[src/lla_pkg.sv]
`timescale 1ns / 1ps
package lla_pkg;

  localparam int OP_W        = 2;
  localparam int COORD_W     = 6;
  localparam int GEN_W       = 32;
  localparam int MASK_W      = 9;
  localparam int GRID_SIZE_W = 7;
  localparam int CFG_INDEX_W = 2;
  localparam int CFG_DATA_W  = 9;
  localparam int NBR_W       = 3;
  localparam int COUNT_W     = 4;

  localparam logic [OP_W-1:0] OP_WRITE = 2'd0;
  localparam logic [OP_W-1:0] OP_READ  = 2'd1;
  localparam logic [OP_W-1:0] OP_STEP  = 2'd2;

  localparam logic [CFG_INDEX_W-1:0] REG_BIRTH   = 2'd0;
  localparam logic [CFG_INDEX_W-1:0] REG_SURVIVE = 2'd1;
  localparam logic [CFG_INDEX_W-1:0] REG_WIDTH   = 2'd2;
  localparam logic [CFG_INDEX_W-1:0] REG_HEIGHT  = 2'd3;

  localparam logic [MASK_W-1:0]      BIRTH_RESET   = 9'd8;
  localparam logic [MASK_W-1:0]      SURVIVE_RESET = 9'd12;
  localparam logic [GRID_SIZE_W-1:0] SIZE_RESET    = 7'd64;

  // window control shared by every column cell
  typedef struct packed {
    logic clear;
    logic shift;
  } win_ctrl_t;

  typedef struct packed {
    logic             cell_out;
    logic [GEN_W-1:0] generation_now;
    logic             bad_coordinate;
  } result_t;

endpackage

[src/lla_cell.sv]
`timescale 1ns / 1ps
module lla_cell import lla_pkg::*; (
  input  logic              clk,
  input  win_ctrl_t         ctrl,
  input  logic              bit_in,
  input  logic              in_use,
  input  logic [NBR_W-1:0]  left_bits,
  input  logic [NBR_W-1:0]  right_bits,
  input  logic [MASK_W-1:0] birth,
  input  logic [MASK_W-1:0] survive,
  output logic [NBR_W-1:0]  col_bits,
  output logic              new_bit
);

  logic               up;
  logic               mid;
  logic               dn;
  logic [COUNT_W-1:0] count;

  // three-row window of this column, advanced one row per shift
  always_ff @(posedge clk) begin
    if (ctrl.clear) begin
      up  <= 1'b0;
      mid <= 1'b0;
      dn  <= 1'b0;
    end else if (ctrl.shift) begin
      up  <= mid;
      mid <= dn;
      dn  <= bit_in;
    end
  end

  // columns beyond the width in use look dead to their neighbours
  assign col_bits = in_use ? {up, mid, dn} : '0;

  assign count = COUNT_W'(left_bits[2]) + COUNT_W'(left_bits[1]) + COUNT_W'(left_bits[0])
               + COUNT_W'(right_bits[2]) + COUNT_W'(right_bits[1])
               + COUNT_W'(right_bits[0]) + COUNT_W'(up) + COUNT_W'(dn);

  always_comb begin
    if (!in_use) begin
      new_bit = mid;
    end else if (mid) begin
      new_bit = survive[count];
    end else begin
      new_bit = birth[count];
    end
  end

endmodule

[src/lla_row.sv]
`timescale 1ns / 1ps
module lla_row import lla_pkg::*; #(
  parameter int WIDTH = 64,
  parameter int UW    = ($clog2(WIDTH + 1) > GRID_SIZE_W) ? $clog2(WIDTH + 1) : GRID_SIZE_W
) (
  input  logic              clk,
  input  win_ctrl_t         ctrl,
  input  logic [WIDTH-1:0]  row_in,
  input  logic [UW-1:0]     used_w,
  input  logic [MASK_W-1:0] birth,
  input  logic [MASK_W-1:0] survive,
  output logic [WIDTH-1:0]  row_out
);

  logic [NBR_W-1:0] col_bits [WIDTH];

  for (genvar x = 0; x < WIDTH; x++) begin : g_col
    logic [NBR_W-1:0] left_bits;
    logic [NBR_W-1:0] right_bits;

    if (x == 0) begin : g_left_edge
      assign left_bits = '0;
    end else begin : g_left
      assign left_bits = col_bits[x-1];
    end

    if (x == WIDTH - 1) begin : g_right_edge
      assign right_bits = '0;
    end else begin : g_right
      assign right_bits = col_bits[x+1];
    end

    lla_cell u_cell (
      .clk        (clk),
      .ctrl       (ctrl),
      .bit_in     (row_in[x]),
      .in_use     (used_w > UW'(x)),
      .left_bits  (left_bits),
      .right_bits (right_bits),
      .birth      (birth),
      .survive    (survive),
      .col_bits   (col_bits[x]),
      .new_bit    (row_out[x])
    );
  end

endmodule
[config.mk]
export PLATFORM = sky130hd
export DESIGN_NAME = lla_row
export DESIGN_NICKNAME = d
export VERILOG_FILES = /design/src/lla_pkg.sv /design/src/lla_cell.sv /design/src/lla_row.sv
export SDC_FILE = /design/constraint.sdc
export NUM_CORES = 2
export LEC_CHECK = 0
export ABC_AREA = 1
export BUFFER_PORTS_ARGS = -buffer_cell sky130_fd_sc_hd__buf_2
export CELL_PAD_IN_SITES_DETAIL_PLACEMENT = 1
export CELL_PAD_IN_SITES_GLOBAL_PLACEMENT = 2
export CORE_AREA = 2 2 282 423
export DETAILED_ROUTE_END_ITERATION = 6
export DIE_AREA = 0 0 284 425
export GPL_TIMING_DRIVEN = 0
export HOLD_SLACK_MARGIN = 0.06
export PLACE_DENSITY = 0.77
export SETUP_SLACK_MARGIN = 0.3
export SYNTH_ARGS = -nofsm -noshare
export SYNTH_HDL_FRONTEND = slang
export SYNTH_HIERARCHICAL = 1
export SYNTH_SLANG_ARGS = --single-unit
[constraint.sdc]
create_clock -name clk -period 5.1 [get_ports clk]
set_input_delay 0.765 -clock clk [delete_from_list [all_inputs] [get_ports clk]]
set_output_delay 0.765 -clock clk [all_outputs]
set_load 0.03 [all_outputs]
# Word-level counts from Yosys, hierarchy flattened
# Index checks and enable logic that the tools add are counted.
[op_classes]
add_sub_neg = 440
order_cmp = 128
muxes = 448
[op_table]
columns = ["op", "n"]
rows = [
  ["adder 4 x 1 -> 4 bit", 377],
  ["binary-select mux 1 bit (select 4 bit)", 128],
  ["less-than comparator 4 x 5 -> 1 bit, second input constant", 64],
  ["two-way mux 1 bit", 256],
  ["> comparator 7 x 6 -> 1 bit, second input constant", 32],
  ["two-way mux 3 bit", 64],
  ["adder 1 x 1 -> 2 bit", 63],
  ["> comparator 7 x 5 -> 1 bit, second input constant", 16],
  ["> comparator 7 x 4 -> 1 bit, second input constant", 8],
  ["> comparator 7 x 3 -> 1 bit, second input constant", 4],
  ["> comparator 7 x 1 -> 1 bit, second input constant", 2],
  ["> comparator 7 x 2 -> 1 bit, second input constant", 2],
]
[totals]
regBits = 192
in_bits = 92
out_inout_bits = 64
wordCells = 1208

# Logic depth before layout (Yosys ltp)
[logic_depth]
depth_word = 13
ltp_mapped = 24
mapped_depth_nobuf = 22

# Cells and area by module
# Netlist, hierarchy kept.
[modules_own_cells]
columns = ["mod", "n_inst", "cells_per_inst", "area_per_inst_um2", "seq_area_each_um2"]
rows = [
  ["lla_cell (g_col[34].u_cell ...)", 32, 93, 554.3, 60.1],
  ["lla_cell (g_col[0].u_cell ...)", 32, 93, 550.5, 60.1],
  ["lla_row", 1, 148, 611.8, 0.0],
]

# Worst setup path before layout
# OpenSTA, ideal clock, no wires.
[synth_timing]
kind = "input port to output port"
start = "in used_w[2]"
end = "out row_out[21]"
t_arrival_ns = 4.576
t_required_ns = 4.335
path_slack_ns = -0.241
stages = 22
path_buffers = 1
cell_sequence = "buf_2 -> inv_1 -> nor2_1 -> nand2_1 -> nand2_1 -> nand2_1 -> inv_1 -> inv_1 -> fa_1 -> fa_1 -> fa_1 -> inv_1 -> ha_1 -> fa_1 -> inv_2 -> nor2_1 -> o21ai_1 -> nand3_1 -> nand3_1 -> nand2_1 -> inv_1 -> a21oi_2"
[synth_between]
elab_cells_between_ends = 18
[synth_lines]
columns = ["item", "line", "source"]
rows = [
  ["start: declaration", "lla_row.sv:9", "input logic [UW-1:0] used_w,"],
  ["> comparator 7 x 5 -> 1 bit *", "lla_row.sv:37", ".in_use (used_w > UW'(x)),"],
  ["two-way mux 3 bit *", "lla_cell.sv:34", "assign col_bits = in_use ? {up, mid, dn} : '0;"],
  ["net g_col[19].right_bits[0]", "lla_row.sv:19", "logic [NBR_W-1:0] right_bits;"],
  ["adder 4 x 1 -> 4 bit *", "lla_cell.sv:36", "assign count = COUNT_W'(left_bits[2]) + COUNT_W'(left_bits[1]) + COUNT_W'(left_bits[0])"],
  ["adder 4 x 1 -> 4 bit * (2 in series)", "lla_cell.sv:37", "+ COUNT_W'(right_bits[2]) + COUNT_W'(right_bits[1])"],
  ["adder 4 x 1 -> 4 bit * (3 in series)", "lla_cell.sv:38", "+ COUNT_W'(right_bits[0]) + COUNT_W'(up) + COUNT_W'(dn);"],
  ["binary-select mux 1 bit (select 4 bit), on equally long branches", "lla_cell.sv:46, lla_cell.sv:44", ""],
  ["two-way mux 1 bit, on equally long branches", "lla_cell.sv:46, lla_cell.sv:44", ""],
  ["two-way mux 1 bit *", "lla_cell.sv:43", "end else if (mid) begin"],
  ["two-way mux 1 bit *", "lla_cell.sv:41", "if (!in_use) begin"],
  ["end: declaration", "lla_row.sv:12", "output logic [WIDTH-1:0] row_out"],
]
# The timed path passes the listed nets; every way through them passes the cells marked *. The select of a mux whose other input is x is not followed.

# Final worst setup path
[layout_timing]
start = "in used_w[6]"
end = "out row_out[15]"
[layout_between]
elab_chain_cells = 13
elab_cells_between_ends = 18
[layout_lines]
columns = ["item", "line"]
rows = [
  ["> comparator 7 x 4 -> 1 bit *", "lla_row.sv:37"],
  ["two-way mux 3 bit *", "lla_cell.sv:34"],
  ["net g_col[13].right_bits[1]", "lla_row.sv:19"],
  ["adder 1 x 1 -> 2 bit *", "lla_cell.sv:36"],
  ["adder 4 x 1 -> 4 bit *", "lla_cell.sv:36"],
  ["adder 4 x 1 -> 4 bit * (2 in series)", "lla_cell.sv:37"],
  ["adder 4 x 1 -> 4 bit * (3 in series)", "lla_cell.sv:38"],
  ["binary-select mux 1 bit (select 4 bit), on equally long branches", "lla_cell.sv:46, lla_cell.sv:44"],
  ["two-way mux 1 bit, on equally long branches", "lla_cell.sv:46, lla_cell.sv:44"],
  ["two-way mux 1 bit *", "lla_cell.sv:43"],
  ["two-way mux 1 bit *", "lla_cell.sv:41"],
]
# Marks and branches as above.

==> results.md <==
- Post-Synthesis Cells: a little over 6000
- TritonCTS clock tree: yes
- Required time of the critical path: 4.34 ns
- Hold Crit Depth: 3
- Final Cycle Share: 1.14
- Fillers: between 15000 and 20000
- Static Leak: about 25 nW
- Final Hold Fails: 0
- Final hold slack: 0.430 ns
- Dominant cells by area after synthesis: inv_1, nand2_1, fa_1, dfxtp_1, nand3_1
- GRT Total Usage: 0.241
- Gpl congestion: around 0.8
- Pwr per Cell Area: 290 nW/um^2
- # IOs: between 150 and 200
- Top cells by count, synth: inv_1, nand2_1, nor2_1, nand3_1, fa_1
- Worst r2r src: g_col[8].u_cell/dn
- Htree depth: 4
- Critical Path Source Type: input pin
- Core Rows: 154
- VDD IR max: 0.000238 V
- Setup Crit Path Kind: in2out
- Area growth syn-to-layout: 27.3%
- HP Start: row_in[8]
- Most frequent cell after synthesis: inv_1
- Clock Skews: 0.0116 ns
- Final ANT Viol Nets: 0
- Post-synth EDFFs: 0
- Number of global-route vias before repair: between 30000 and 40000
- Fmax achieved: 0.172 GHz
- Power, Total: 13.3 mW
- Synth Register Bits: about 190
- CTS root buf: clkbuf_16
- First-pass GRT wire length: 227000 um
- CTS buffer count: 17
- Reg2reg end: g_col[8].u_cell/dn
- Syn avg cell area: around 5.9 sq um
- Yosys top cell area share: 0.175
- Crit path capture type: output port
- Reg-to-reg slack, setup: 4.23 ns
- Fin crit period: 5.82 ns
- Worst hold path endpoint: g_col[8].u_cell/dn
- Synth Warn #: 6
- WL final: 146000 um
- HP Class: in2reg
- R2R depth: 4
- Iteration-0 DRC count of the detailed router: 1349
- Sequential cell area fraction in the yosys report: 0.107
- Sink Count: 192
- Largest net degree at the start of global routing: 135
- Initial antenna violation count: 3
- Layout cells sized above 1: 0.230
- Routed vias: 38400
- Die X: 284 um
- Initial Util: 0.307
- DRT Pass-1 Iters: 5
- Hold_buf cts: 0
- Met2 WL: 78600 um
- Synth Cell Area: 36000 sq um
- IO Port Bufs: 154
- CTS clk-pin slew, worst paths: approximately 0.09 ns
- Failing checks: setup timing
- RSZ-0062 raised after global routing: true
- Met3 WL post-DR: approximately 3500 um
- Final HPWL DP: 102000 um
- DRC: 0
- Maximum clock path buffer count: 2
- Grt ovf: 0
- Critical path arrival: 5.05 ns
- CP max FO: 7
- Slew headroom: 0.418
- Main synth FF type: dfxtp_1
- DR WL/cell: 17.9 um
- Max Slew Vio Count: 0
- Netlist cell types: 26
- Vias per cell: 4.72
- Core Area: 117000 sq um
- Top Metal Used: met5
- Setup WS post-layout: -0.717 ns
- Final net count: slightly above 7000
- Worst-skew pair later-pin latency: 0.55 ns
- Worst Tran Pin Value: 0.873 ns
- Status: finished with violations
- Die Span Y: between 400 and 500 um
- # setup viols final: 64
- Max-cap violations: 0
- Met1 wire length: 60000 um
- Async set-reset flop share out of synthesis: 0
- Yosys top cell by area: inv_1
- Die area: 121000 sq um
- Dpl ws: -1.89 ns
-- where the power goes --
part	total (mW)	internal [mW]	leakage, nW	switching (mW)
Sequential	1.66	1.59	1.59	0.0685
Combinational	10.1	4.09	23.4	6.01
Clock	1.53	0.706	0.282	0.826
-- repair_timing --
item                                    in CTS  in global routing
endpoints found under the setup margin      64                 64
cloned                                       1                  1
pin swaps                                  255                339
setup buffers                              171                 89
gates resized for setup                    655                387
-- worst max path at each step --
stage                         start     endpoint  cells after the start
after CTS                 used_w[6]  row_out[35]                     25
after floorplan           used_w[6]  row_out[61]                     23
after global placement    used_w[6]  row_out[39]                     23
after detailed placement  used_w[6]  row_out[39]                     23
final                     used_w[6]  row_out[15]                     26
after global routing      used_w[6]  row_out[15]                     26
-- cell families after synthesis --
kind of cell / count (synthesis) / synth area share
DFF: 192 / 0.107
AOI/OAI and AO/OA: 527 / 0.0889
xor gates and xnor gates: 128 / 0.0445
buffers and inverters: 1846 / 0.211
and+or+nand+nor: 2958 / 0.340
adders and majority gates: 448 / 0.209
other: 1 / 0.000104
-- routing by layer --
layer	vias up	global-route usage
met4	2	0.0633
met5	-	0
li1	19200	-
met1	18600	0.273
met3	185	0.0285
met2	438	0.470
-- cells in the final DEF, fill, tap and decap left out, types with 32 or more instances in the layout --
cell type  instances
ha_4              42
xnor2_2           61
fa_1             192
inv_1           1387
a21oi_1           64
o21ai_1          223
nand4_1           64
inv_4             81
buf_2             65
buf_4            201
ha_1             128
nor2_2            47
nor2_1           654
buf_6            189
dfxtp_1          192
nand2_2           99
nand2_4           43
fa_2              64
nand3_1          622
nand3_2           50
nand2_1         1305
a211oi_1         128
a21oi_4           63
inv_2            300
xor2_1            64
or2_2             32
-- flip-flops by register name (all words and copies together), names as in the netlist --
name / count
g_col.u_cell/mid: 64
g_col.u_cell/up: 64
g_col.u_cell/dn: 64
-- final cells by class --
type	count	area (sq um)	share of cell area
plain buffers	68	787	0.0172
diodes	2	5.00	0.000109
inverters	1778	6960	0.152
well taps	1560	1950	0.0426
flip-flops and latches	192	3840	0.0839
clock inverters	13	145	0.00317
repair buffers	437	4290	0.0937
clock buffers	19	443	0.00967
multi-input cells	4067	27400	0.598
-- worst max-delay path, cell delays in order --
cell	delay, ns
buf_16	0.12
inv_16	0.04
buf_12	0.11
nand2_8	0.12
nor2_4	0.07
buf_6	0.12
buf_6	0.11
o21ai_4	0.08
nand2_1	0.09
inv_2	0.08
inv_2	0.05
fa_1	0.52
fa_1	0.46
fa_1	0.59
inv_1	0.05
ha_2	0.18
fa_2	0.61
inv_2	0.06
nor2_1	0.08
o21ai_1	0.07
nand3_1	0.08
nand3_1	0.07
nand2_1	0.08
inv_2	0.04
a21oi_4	0.20
buf_6	0.17
-- metrics by stage --
| stage | area [sq um] | utilization | setup TNS [ns] | instances |
|---|---|---|---|---|
| 3_5_place_dp | 40200 | 0.343 | -76.09 | 7840 |
| 6_report | 45800 | 0.391 | -36.61 | 8136 |
| 4_1_cts | 44000 | 0.375 | -38.54 | 8044 |
| 3_3_place_gp | 39500 | 0.337 | -369.04 | 7819 |
| 5_1_grt | 45800 | 0.391 | -48.59 | 8136 |
| 2_1_floorplan | 36800 | - | -1.04 | 6105 |
No activity file was read; power rests on OpenSTA's default activity.
